File: src/rtl/core/rle8_sprite_stream_decoder_core_assert.svh
// Assertion macros for the RLE8 sprite decoder
`ifndef RLE8_SPRITE_STREAM_DECODER_CORE_ASSERT_SVH
`define RLE8_SPRITE_STREAM_DECODER_CORE_ASSERT_SVH
`ifndef SYNTHESIS
`define RSD_ASSERT(label, clk_s, rst_s, prop) \
    label: assert property (@(posedge clk_s) disable iff (!rst_s) (prop)) \
        else $error("assertion failed");
`define RSD_ASSERT_NEXT(label, clk_s, rst_s, ante, cons) \
    label: assert property (@(posedge clk_s) disable iff (!rst_s) (ante) |=> (cons)) \
        else $error("assertion failed");
`else
`define RSD_ASSERT(label, clk_s, rst_s, prop)
`define RSD_ASSERT_NEXT(label, clk_s, rst_s, ante, cons)
`endif
`endif

File: src/rtl/core/rsd_pkg.sv
// ----------------------------------------------------------------------------
// rsd_pkg
// Shared types and constants for the RLE8 sprite stream decoder.
// ----------------------------------------------------------------------------
package rsd_pkg;

    localparam int unsigned HDR_BYTES = 16;
    localparam logic [7:0] MAGIC_0 = 8'h52;
    localparam logic [7:0] MAGIC_1 = 8'h44;
    localparam int unsigned CAP_W = 25;
    localparam logic [CAP_W-1:0] CAP_RESET = 25'd16777216;
    localparam logic [1:0] CFG_CAPACITY = 2'd0;

    typedef enum logic [4:0] {
        PH_HDR  = 5'b00001,
        PH_PASS = 5'b00010,
        PH_RAW  = 5'b00100,
        PH_RLE  = 5'b01000,
        PH_FAIL = 5'b10000
    } phase_t;

    typedef enum logic [5:0] {
        TK_CTRL  = 6'b000001,
        TK_FILL  = 6'b000010,
        TK_CNT12 = 6'b000100,
        TK_CNTHI = 6'b001000,
        TK_CNTLO = 6'b010000,
        TK_LIT   = 6'b100000
    } tok_t;

    typedef enum logic [7:0] {
        ST_IDLE  = 8'b00000001,
        ST_HDR   = 8'b00000010,
        ST_MUL0  = 8'b00000100,
        ST_MUL1  = 8'b00001000,
        ST_FLUSH = 8'b00010000,
        ST_DONE  = 8'b00100000,
        ST_OUT   = 8'b01000000,
        ST_BYTE  = 8'b10000000
    } ctl_state_t;

    // controller -> datapath
    typedef struct packed {
        logic take_byte;   // latch incoming beat
        logic proc_byte;   // run phase step for latched byte
        logic mul0;        // low partial product
        logic mul1;        // high partial product and phase decision
        logic flush;       // emit one header byte as passthrough pixel
        logic finish;      // build completion and clear stream
        logic out_pop;     // output beat taken
    } dp_cmd_t;

    // datapath -> controller
    typedef struct packed {
        logic hdr_full;    // 16th header byte latched
        logic is_last;
        logic in_hdr;
        logic pass_hdr;    // header lacked magic
        logic flush_end;   // last header byte flushed
        logic out_busy;
        logic emits;       // pending byte produces an output beat
    } dp_sts_t;

endpackage

File: src/rtl/core/rsd_ctrl.sv
// ----------------------------------------------------------------------------
// rsd_ctrl
// Sequencer: steps the datapath through header, multiply, flush, byte decode and output.
// ----------------------------------------------------------------------------
module rsd_ctrl
    import rsd_pkg::*;
(
    input  logic    clk,
    input  logic    rst_n,
    input  logic    s_tvalid,
    output logic    s_tready,
    input  dp_sts_t sts,
    output dp_cmd_t cmd,
    input  logic    m_fire
);
    ctl_state_t state_reg, state_next;

    always_ff @(posedge clk or negedge rst_n)
    begin
        if (!rst_n)
            state_reg <= ST_IDLE;
        else
            state_reg <= state_next;
    end

    always_comb
    begin
        state_next = state_reg;
        cmd = '0;
        s_tready = 1'b0;
        cmd.out_pop = m_fire;
        case (state_reg)
            ST_IDLE:
            begin
                s_tready = !sts.out_busy;
                if (s_tvalid && s_tready)
                begin
                    cmd.take_byte = 1'b1;
                    state_next = sts.in_hdr ? ST_HDR : ST_BYTE;
                end
            end
            ST_HDR:
            begin
                if (sts.hdr_full)
                    state_next = ST_MUL0;
                else if (sts.is_last)
                    state_next = ST_DONE;
                else
                    state_next = ST_IDLE;
            end
            ST_MUL0:
            begin
                cmd.mul0 = 1'b1;
                state_next = ST_MUL1;
            end
            ST_MUL1:
            begin
                cmd.mul1 = 1'b1;
                state_next = sts.pass_hdr ? ST_FLUSH : (sts.is_last ? ST_DONE : ST_IDLE);
            end
            ST_FLUSH:
            begin
                if (!sts.out_busy)
                begin
                    cmd.flush = 1'b1;
                    if (sts.flush_end)
                        state_next = sts.is_last ? ST_DONE : ST_IDLE;
                end
            end
            ST_BYTE:
            begin
                if (!(sts.emits && sts.out_busy))
                begin
                    cmd.proc_byte = 1'b1;
                    state_next = sts.is_last ? ST_DONE : ST_IDLE;
                end
            end
            ST_DONE:
            begin
                if (!sts.out_busy)
                begin
                    cmd.finish = 1'b1;
                    state_next = ST_OUT;
                end
            end
            ST_OUT:
            begin
                if (!sts.out_busy)
                    state_next = ST_IDLE;
            end
            default: state_next = ST_IDLE;
        endcase
    end
endmodule

File: src/rtl/core/rsd_datapath.sv
// ----------------------------------------------------------------------------
// rsd_datapath
// Header store, pixel counters, token decoder and output register.
// ----------------------------------------------------------------------------
`include "rle8_sprite_stream_decoder_core_assert.svh"
module rsd_datapath
    import rsd_pkg::*;
#(
    parameter logic [31:0] MAX_PIXELS = 32'd16777216
)
(
    input  logic              clk,
    input  logic              rst_n,
    input  dp_cmd_t           cmd,
    output dp_sts_t           sts,
    input  logic [7:0]        in_byte,
    input  logic              in_last,
    input  logic [CAP_W-1:0]  capacity,
    output logic              out_valid,
    output logic [124:0]      out_data
);
    localparam logic [32:0] MAXP33 = {1'b0, MAX_PIXELS};
    localparam logic [124:0] LAST_BIT = {1'b1, 124'd0};

    phase_t      phase_reg;
    tok_t        tok_reg;
    logic [4:0]  hidx_reg;
    logic [7:0]  hdr_reg [HDR_BYTES];
    logic [7:0]  byte_reg;
    logic        last_reg;
    logic [31:0] total_reg;
    logic [31:0] done_reg;
    logic [7:0]  ctrl_reg;
    logic [7:0]  fill_reg;
    logic [19:0] acc_reg;
    logic [11:0] lit_reg;
    logic [31:0] plo_reg;
    logic [3:0]  fidx_reg;
    logic [124:0] odata_reg;

    logic [31:0] w_word, h_word, eff_cap, room;
    logic [32:0] cap33;
    logic        magic;

    // output fields: kind, pv, rl, st, w, h, dc, last
    function automatic logic [124:0] pack(
        input logic k, input logic [7:0] pv, input logic [19:0] rl, input logic st,
        input logic [31:0] w, input logic [31:0] h, input logic [24:0] dc);
        pack = {1'b0, 3'b0, dc, h, w, st, rl, pv, k};
    endfunction

    assign w_word = {hdr_reg[7], hdr_reg[6], hdr_reg[5], hdr_reg[4]};
    assign h_word = {hdr_reg[11], hdr_reg[10], hdr_reg[9], hdr_reg[8]};
    assign cap33 = {8'd0, capacity};
    assign eff_cap = (cap33 < MAXP33) ? {7'd0, capacity} : MAX_PIXELS;
    assign magic = (hdr_reg[0] == MAGIC_0) && (hdr_reg[1] == MAGIC_1);
    assign room = total_reg - done_reg;

    // decode the pending run-phase byte
    logic        emit_c;
    logic [7:0]  epv_c;
    logic [19:0] erl_c;
    tok_t        tok_c;
    logic [7:0]  fill_c;
    logic [19:0] acc_c;
    logic [11:0] lit_c;
    logic [31:0] add_c;
    logic        rcnt;
    logic [19:0] rlen;
    logic [7:0]  b;

    always_comb
    begin
        b = byte_reg;
        emit_c = 1'b0;
        epv_c = b;
        erl_c = 20'd1;
        tok_c = tok_reg;
        fill_c = fill_reg;
        acc_c = acc_reg;
        lit_c = lit_reg;
        add_c = 32'd0;
        rcnt = 1'b0;
        rlen = 20'd0;
        case (phase_reg)
            PH_PASS:
            begin
                if (done_reg < eff_cap)
                begin
                    emit_c = 1'b1;
                    add_c = 32'd1;
                end
            end
            PH_RAW:
            begin
                if (done_reg < total_reg)
                begin
                    emit_c = 1'b1;
                    add_c = 32'd1;
                end
            end
            PH_RLE:
            begin
                if (done_reg < total_reg)
                begin
                    case (tok_reg)
                        TK_CTRL:
                        begin
                            if (b[7])
                            begin
                                if (b[6])
                                begin
                                    fill_c = 8'd0;
                                    if (b[5]) tok_c = TK_CNTHI;
                                    else if (b[4]) tok_c = TK_CNT12;
                                    else
                                    begin
                                        rcnt = 1'b1;
                                        rlen = {16'd0, b[3:0]};
                                    end
                                end
                                else
                                    tok_c = TK_FILL;
                            end
                            else if (b[4])
                                tok_c = TK_CNT12;
                            else
                            begin
                                lit_c = {8'd0, b[3:0]};
                                tok_c = (b[3:0] != 4'd0) ? TK_LIT : TK_CTRL;
                            end
                        end
                        TK_FILL:
                        begin
                            fill_c = b;
                            if (ctrl_reg[5]) tok_c = TK_CNTHI;
                            else if (ctrl_reg[4]) tok_c = TK_CNT12;
                            else
                            begin
                                rcnt = 1'b1;
                                rlen = {16'd0, ctrl_reg[3:0]};
                            end
                        end
                        TK_CNT12:
                        begin
                            if (ctrl_reg[7])
                            begin
                                rcnt = 1'b1;
                                rlen = {8'd0, ctrl_reg[3:0], b};
                            end
                            else
                            begin
                                lit_c = {ctrl_reg[3:0], b};
                                tok_c = (lit_c != 12'd0) ? TK_LIT : TK_CTRL;
                            end
                        end
                        TK_CNTHI:
                        begin
                            acc_c = {ctrl_reg[3:0], b, 8'd0};
                            tok_c = TK_CNTLO;
                        end
                        TK_CNTLO:
                        begin
                            acc_c = {acc_reg[19:8], b};
                            rcnt = 1'b1;
                            rlen = acc_c;
                        end
                        TK_LIT:
                        begin
                            emit_c = 1'b1;
                            add_c = 32'd1;
                            lit_c = lit_reg - 12'd1;
                            if (lit_c == 12'd0) tok_c = TK_CTRL;
                        end
                        default: tok_c = TK_CTRL;
                    endcase
                    if (rcnt)
                    begin
                        tok_c = TK_CTRL;
                        erl_c = ({12'd0, rlen} < room) ? rlen : room[19:0];
                        epv_c = fill_c;
                        if (erl_c != 20'd0)
                        begin
                            emit_c = 1'b1;
                            add_c = {12'd0, erl_c};
                        end
                    end
                end
            end
            default: ;
        endcase
    end

    assign sts.hdr_full = (hidx_reg == 5'(HDR_BYTES));
    assign sts.is_last = last_reg;
    assign sts.in_hdr = (phase_reg == PH_HDR);
    assign sts.pass_hdr = (hidx_reg == 5'(HDR_BYTES)) && !magic;
    assign sts.flush_end = (fidx_reg == 4'(HDR_BYTES - 1));
    assign sts.out_busy = out_valid;
    assign sts.emits = emit_c;
    assign out_data = odata_reg;

    logic [31:0] prod_hi;
    assign prod_hi = plo_reg + {w_word[15:0] * h_word[31:16], 16'd0}
                   + {w_word[31:16] * h_word[15:0], 16'd0};

    always_ff @(posedge clk)
    begin
        if (cmd.take_byte)
        begin
            byte_reg <= in_byte;
            if (phase_reg == PH_HDR)
                hdr_reg[hidx_reg[3:0]] <= in_byte;
        end
        if (cmd.mul0)
            plo_reg <= w_word[15:0] * h_word[15:0];
    end

    always_ff @(posedge clk or negedge rst_n)
    begin
        if (!rst_n)
        begin
            phase_reg <= PH_HDR;
            tok_reg <= TK_CTRL;
            hidx_reg <= '0;
            last_reg <= 1'b0;
            total_reg <= '0;
            done_reg <= '0;
            ctrl_reg <= '0;
            fill_reg <= '0;
            acc_reg <= '0;
            lit_reg <= '0;
            fidx_reg <= '0;
            out_valid <= 1'b0;
            odata_reg <= '0;
        end
        else
        begin
            if (cmd.out_pop)
                out_valid <= 1'b0;
            if (cmd.take_byte)
            begin
                last_reg <= in_last;
                if (phase_reg == PH_HDR)
                    hidx_reg <= hidx_reg + 5'd1;
            end
            if (cmd.mul1)
            begin
                total_reg <= prod_hi;
                fidx_reg <= '0;
                if (!magic)
                    phase_reg <= PH_PASS;
                else if (prod_hi > eff_cap)
                    phase_reg <= PH_FAIL;
                else
                    phase_reg <= (hdr_reg[2] == 8'd0) ? PH_RAW : PH_RLE;
            end
            if (cmd.flush)
            begin
                fidx_reg <= fidx_reg + 4'd1;
                if (sts.flush_end)
                    hidx_reg <= '0;
                if (done_reg < eff_cap)
                begin
                    // final flushed beat: header end or capacity reached, and the source byte not the last
                    done_reg <= done_reg + 32'd1;
                    out_valid <= 1'b1;
                    odata_reg <= pack(1'b0, hdr_reg[fidx_reg], 20'd1, 1'b0, '0, '0, '0)
                               | {(!last_reg && (sts.flush_end ||
                                                 (done_reg + 32'd1 == eff_cap))), 124'd0};
                end
            end
            if (cmd.proc_byte)
            begin
                tok_reg <= tok_c;
                fill_reg <= fill_c;
                acc_reg <= acc_c;
                lit_reg <= lit_c;
                done_reg <= done_reg + add_c;
                if (phase_reg == PH_RLE && tok_reg == TK_CTRL && done_reg < total_reg)
                    ctrl_reg <= byte_reg;
                if (emit_c)
                begin
                    out_valid <= 1'b1;
                    odata_reg <= pack(1'b0, epv_c, erl_c, 1'b0, '0, '0, '0)
                               | {!last_reg, 124'd0};
                end
            end
            if (cmd.finish)
            begin
                out_valid <= 1'b1;
                case (phase_reg)
                    PH_HDR:  odata_reg <= pack(1'b1, '0, '0, 1'b1, '0, '0, '0) | LAST_BIT;
                    PH_PASS: odata_reg <= pack(1'b1, '0, '0, 1'b0, '0, '0, done_reg[24:0])
                                        | LAST_BIT;
                    PH_FAIL: odata_reg <= pack(1'b1, '0, '0, 1'b1, w_word, h_word, '0)
                                        | LAST_BIT;
                    default: odata_reg <= pack(1'b1, '0, '0, 1'b0, w_word, h_word,
                                               done_reg[24:0]) | LAST_BIT;
                endcase
                phase_reg <= PH_HDR;
                tok_reg <= TK_CTRL;
                hidx_reg <= '0;
                total_reg <= '0;
                done_reg <= '0;
                ctrl_reg <= '0;
                fill_reg <= '0;
                acc_reg <= '0;
                lit_reg <= '0;
            end
        end
    end

    `RSD_ASSERT(a_done_le_total, clk, rst_n,
        !(phase_reg == PH_RLE || phase_reg == PH_RAW) || done_reg <= total_reg)
    `RSD_ASSERT(a_hidx_range, clk, rst_n, hidx_reg <= 5'(HDR_BYTES))
    `RSD_ASSERT_NEXT(a_finish_clears, clk, rst_n, cmd.finish, phase_reg == PH_HDR)
endmodule

File: src/rtl/core/rle8_sprite_stream_decoder_core.sv
// ----------------------------------------------------------------------------
// rle8_sprite_stream_decoder_core
// Streaming decoder for RD run-length sprites with 8-bit palette pixels.
// ----------------------------------------------------------------------------
// One source byte per beat. Each header byte is accepted, then checked; after the 16th
// byte the size product is formed from 16x16 partial products, low then high, and a
// header without magic is flushed as up to 16 pixel beats, each waiting for the
// output register to drain. Run-phase bytes are accepted, then decoded into the
// output register; after a byte that emits a beat, the next byte waits for the
// output register to empty. After the last byte the completion beat is built in
// the output register and then waits there until it is taken. A new byte is
// taken only once the output register is empty.
`include "rle8_sprite_stream_decoder_core_assert.svh"
module rle8_sprite_stream_decoder_core
    import rsd_pkg::*;
#(
    parameter logic [31:0] MAX_PIXELS = 32'd16777216
)
(
    input  logic         clk,
    input  logic         rst_n,
    input  logic         s_tvalid,
    output logic         s_tready,
    input  logic [7:0]   s_tdata,   // [7:0] src_byte
    input  logic         s_tlast,   // last_byte
    output logic         m_tvalid,
    input  logic         m_tready,
    output logic [119:0] m_tdata,   // pixel_value, run_length, status, image_width,
                                    // image_height, decoded_count (low bit up)
    output logic         m_tuser,   // kind
    output logic         m_tlast,   // last_result
    input  logic         psel,
    input  logic         penable,
    input  logic         pwrite,
    input  logic [1:0]   paddr,
    input  logic [31:0]  pwdata,
    output logic [31:0]  prdata,
    output logic         pready
);
    dp_cmd_t cmd;
    dp_sts_t sts;
    logic [CAP_W-1:0] cap_reg;
    logic [124:0] od;
    logic m_fire;

    assign pready = 1'b1;
    assign prdata = (paddr == {CFG_CAPACITY[1:0]}) ? {7'd0, cap_reg} : 32'd0;

    always_ff @(posedge clk or negedge rst_n)
    begin
        if (!rst_n)
            cap_reg <= CAP_RESET;
        else if (psel && penable && pwrite && (paddr == CFG_CAPACITY))
            cap_reg <= pwdata[CAP_W-1:0];
    end

    assign m_fire = m_tvalid && m_tready;
    assign m_tuser = od[0];
    assign m_tdata = {2'd0, od[118:1]};
    assign m_tlast = od[124];

    rsd_ctrl u_ctrl (
        .clk      (clk),
        .rst_n    (rst_n),
        .s_tvalid (s_tvalid),
        .s_tready (s_tready),
        .sts      (sts),
        .cmd      (cmd),
        .m_fire   (m_fire)
    );

    rsd_datapath #(.MAX_PIXELS(MAX_PIXELS)) u_dp (
        .clk       (clk),
        .rst_n     (rst_n),
        .cmd       (cmd),
        .sts       (sts),
        .in_byte   (s_tdata),
        .in_last   (s_tlast),
        .capacity  (cap_reg),
        .out_valid (m_tvalid),
        .out_data  (od)
    );

    `RSD_ASSERT_NEXT(a_hold_out, clk, rst_n, m_tvalid && !m_tready, m_tvalid)
    `RSD_ASSERT(a_no_take_busy, clk, rst_n, !(s_tready && m_tvalid))
    `RSD_ASSERT(a_cmd_excl, clk, rst_n,
        $onehot0({cmd.take_byte, cmd.proc_byte, cmd.mul0, cmd.mul1, cmd.flush, cmd.finish}))
endmodule
File: config.mk
export PLATFORM = sky130hd
export DESIGN_NAME = rle8_sprite_stream_decoder_core
export DESIGN_NICKNAME = d
export VERILOG_FILES = /design/src/rtl/core/rsd_pkg.sv /design/src/rtl/core/rsd_ctrl.sv /design/src/rtl/core/rsd_datapath.sv /design/src/rtl/core/rle8_sprite_stream_decoder_core.sv
export VERILOG_INCLUDE_DIRS = /design/src /design/src/rtl/core
export SDC_FILE = /design/constraint.sdc
export NUM_CORES = 2
export LEC_CHECK = 0
export ABC_CLOCK_PERIOD_IN_PS = 9500
export BUFFER_PORTS_ARGS = -buffer_cell sky130_fd_sc_hd__buf_4
export CAP_MARGIN = 20
export CORE_MARGIN = 3
export CORE_UTILIZATION = 42
export DETAILED_ROUTE_END_ITERATION = 10
export GPL_TIMING_DRIVEN = 1
export PLACE_DENSITY = 0.69
export SYNTH_ARGS = -nofsm -noshare
export SYNTH_HDL_FRONTEND = slang
export SYNTH_SLANG_ARGS = --single-unit
File: constraint.sdc
create_clock -name clk -period 9.5 [get_ports clk]
set_input_delay 0.475 -clock clk [delete_from_list [all_inputs] [get_ports clk]]
set_output_delay 0.475 -clock clk [all_outputs]
set_load 0.02 [all_outputs]
==> metrics.cfg <==
[outcome]
status = finished, final reports clean

[global_routing]
grt_antenna_before_repair = 3
grt_pass1_wl_mm = 200.2
track_usage_pct = 24.62
gr-total-overflow = 0
first_global_vias = 34780
grt_max_degree = 92

[placement]
placed_area_um2 = 45250
port_buffers = 189
dp.cells = 5831
routabilityCongestion = 0.9548
post-dp-hpwl_mm = 97.00
post-place-ws_ns = 0.4342

[power_and_ir_drop]
p_sw_share_pct = 40.70
net-switching-power_mw = 3.566
clock_power_share_pct = 23.6
p_seq_share_pct = 29.2
p_total_mw = 8.762
internal_power_mw = 5.196
power_frac_comb_pct = 47.2
p_leak_nw = 21.90
peakVddDrop_mv = 0.2680
powerDensity_nw_per_um2 = 186.1

[timing]
finalCriticalPeriod_ns = 9.081
fin_crit_sh_pct = 95.59
setup_ws_ns = 0.4193
timing.hold.ws_ns = 0.05362
setup_viol = 0
tightestPinTransition_ns = 1.152
fmax_ghz = 0.1101
setup_tns_ns = 0
finalMaxSlewViolations = 0
hold_viol_final = 0
clock_skew_ns = 0.03083
slew_headroom_pct = 22.78

[floorplan]
die_area_um2 = 104200
core_area_um2 = 98990
rows = 115
ios = 207
die_y_um = 322.8
start_util_pct = 42.58
chipWidth_um = 322.8

[clocking]
clk_latency_ns = 0.65
clock-sinks = 446
path_clk_slew_ns = 0.07
cts_root_buffer = clkbuf_16
cts_buffers = 49
htree_levels = 2
clk_path_buf_depth = 3
cts_tree = yes

[synthesis]
syn_inst = 4463
synth.distinct_cells = 88
dominantRegCellSynth = dfrtp_1
syn-cell-area_um2 = 42160
yosys_warnings = 0
synth-edff-count = 168
synth-seq-area-share_pct = 28.48
ys_seq_elements = 446
async_reset_ff_share_pct = 62.33
syn_avg_cell_area_um2 = 9.446

[critical_path]
cp_data_required_time_ns = 10.04
worst-path-max-fanout = 5
worst_setup_path_end_kind = flop
worst-setup-path-type = flop to flop
cp.arrival_ns = 9.62
max_stage_delay_ns = 0.57
critPathLaunchType = flop
path_buf_inv = 7
crit_family = compound AO/OA/AOI/OAI gates
cpMaxStageDelayCell = or4_1
regToRegSetupSlack_ns = 0.42

[drt]
viasPerCell = 5.716
drt_wl_total_mm = 126.5
route.detailed.drc = 0
drtIter0Drc = 2995
wire_per_inst_um = 21.32
vias = 33910
firstDrtPassIters = 7
drtAntennaViolNets = 0

[final_layout]
final_cell_mix = inv_1, nand2_1, fa_1, ha_1, buf_4
layout.nets = 5369
final_cells = 5932
final_util_pct = 47.57
largest_reg_flops = 128
seq_area_um2 = 12010
multi_input_area_um2 = 27070
drive_above_1_share_pct = 11.29
fin_area_um2 = 47090
syn2layout_area_growth_pct = 11.70
n_fill_cell = 9234
final_common_cell = inv_1

[min_path]
holdCritPathClass = input port to flop

[run]
drv_cap = 0

## logic make-up (layout without fill, tap and decap cells)
group,Yosys count,after routing,synth area share [%]
other cells,2,12,0.01782
fa+ha+maj,717,717,27.91
mux,89,89,3.021
simple gates,1409,1409,16.43
flops,446,446,28.48
buf+inv,830,1002,7.554
compound gates,759,759,12.17
xor+xnor,211,211,4.416
## Yosys cell counts, types with 16 or more instances
library cell | n | area, um^2
a211oi_1 | 48 | 360.4
a21o_1 | 47 | 352.8
a21oi_1 | 174 | 870.8
a22o_1 | 99 | 867.1
a31oi_1 | 18 | 112.6
and2_1 | 262 | 1639
and3_1 | 23 | 143.9
buf_2 | 16 | 80.08
clkbuf_1 | 200 | 750.7
dfrtp_1 | 274 | 6857
edfxtp_1 | 168 | 5045
fa_1 | 372 | 7447
ha_1 | 345 | 4317
inv_1 | 589 | 2211
mux2_2 | 26 | 292.8
mux2i_1 | 35 | 350.3
mux4_2 | 28 | 630.6
nand2_1 | 551 | 2068
nand2b_1 | 27 | 168.9
nand3_1 | 103 | 515.5
nand4_1 | 38 | 237.7
nor2_1 | 183 | 686.9
nor2b_1 | 26 | 162.7
nor3_1 | 73 | 365.4
nor4_1 | 23 | 143.9
o211ai_1 | 19 | 142.6
o21a_1 | 23 | 172.7
o21ai_0 | 161 | 805.8
o21bai_1 | 17 | 127.6
o31ai_1 | 22 | 165.2
or4_1 | 16 | 120.1
xnor2_1 | 158 | 1384
xor2_1 | 52 | 455.4
## final timing paths
kind                                   startpoint                 to  depth (start not counted)
worst max-delay path            u_dp.total_reg[0]  u_dp.done_reg[26]                         39
max in group asynchronous                   rst_n  u_dp.out_data[31]                          4
min in group asynchronous                   rst_n   u_dp.done_reg[5]                          2
worst min-delay path                   pwdata[19]        cap_reg[19]                          3
worst max register to register  u_dp.total_reg[0]  u_dp.done_reg[26]                         39
worst min register to register  u_dp.out_data[21]  u_dp.out_data[21]                          2
## routing by layer
layer,wire (um),global-route usage [%],vias up
li1,-,-,15240
met1,51680,32.22,16890
met2,58730,40.46,1435
met3,10470,4.411,339
met4,5600,10.12,4
met5,24,0,-
## repair_timing
item / CTS / global route
resized for setup: 0 / 6
hold buffers: 2 / 0
hold endpoints to repair: 77 / 0
setup endpoints to repair: 0 / 9
setup buffers: 0 / 1
## power groups by stage
| stage | clock network, mW | logic (mW) | registers (mW) |
|---|---|---|---|
| global route | 2.17 | 4.58 | 2.59 |
| global placement | 0 | 4.02 | 2.58 |
| CTS | 2.10 | 4.11 | 2.55 |
| detailed placement | 0 | 4.08 | 2.58 |
| floorplan | 0 | 2.55 | 2.72 |
| finish | 2.07 | 4.14 | 2.56 |
## worst register-to-register path: cells and delay by family (launching register included)
kind	cells	cell delay, ns
flip-flops	1	0.38
XOR/XNOR	1	0.22
adder cells (fa/ha/maj)	4	1.33
AO/OA/AOI/OAI	17	3.63
buffers and inverters	7	0.94
AND/OR/NAND/NOR	10	2.52
## area by class of cell
cell class	instances	share of cell area, %
timing repair buffer	321	5.192
multi-input combinational	3195	57.49
clock inverter	21	0.6563
tap	1287	3.420
sequential	446	25.50
inverter	589	4.695
clock buffer	71	3.037
antenna	2	0.01063
Power figures use the tool's default switching activity.
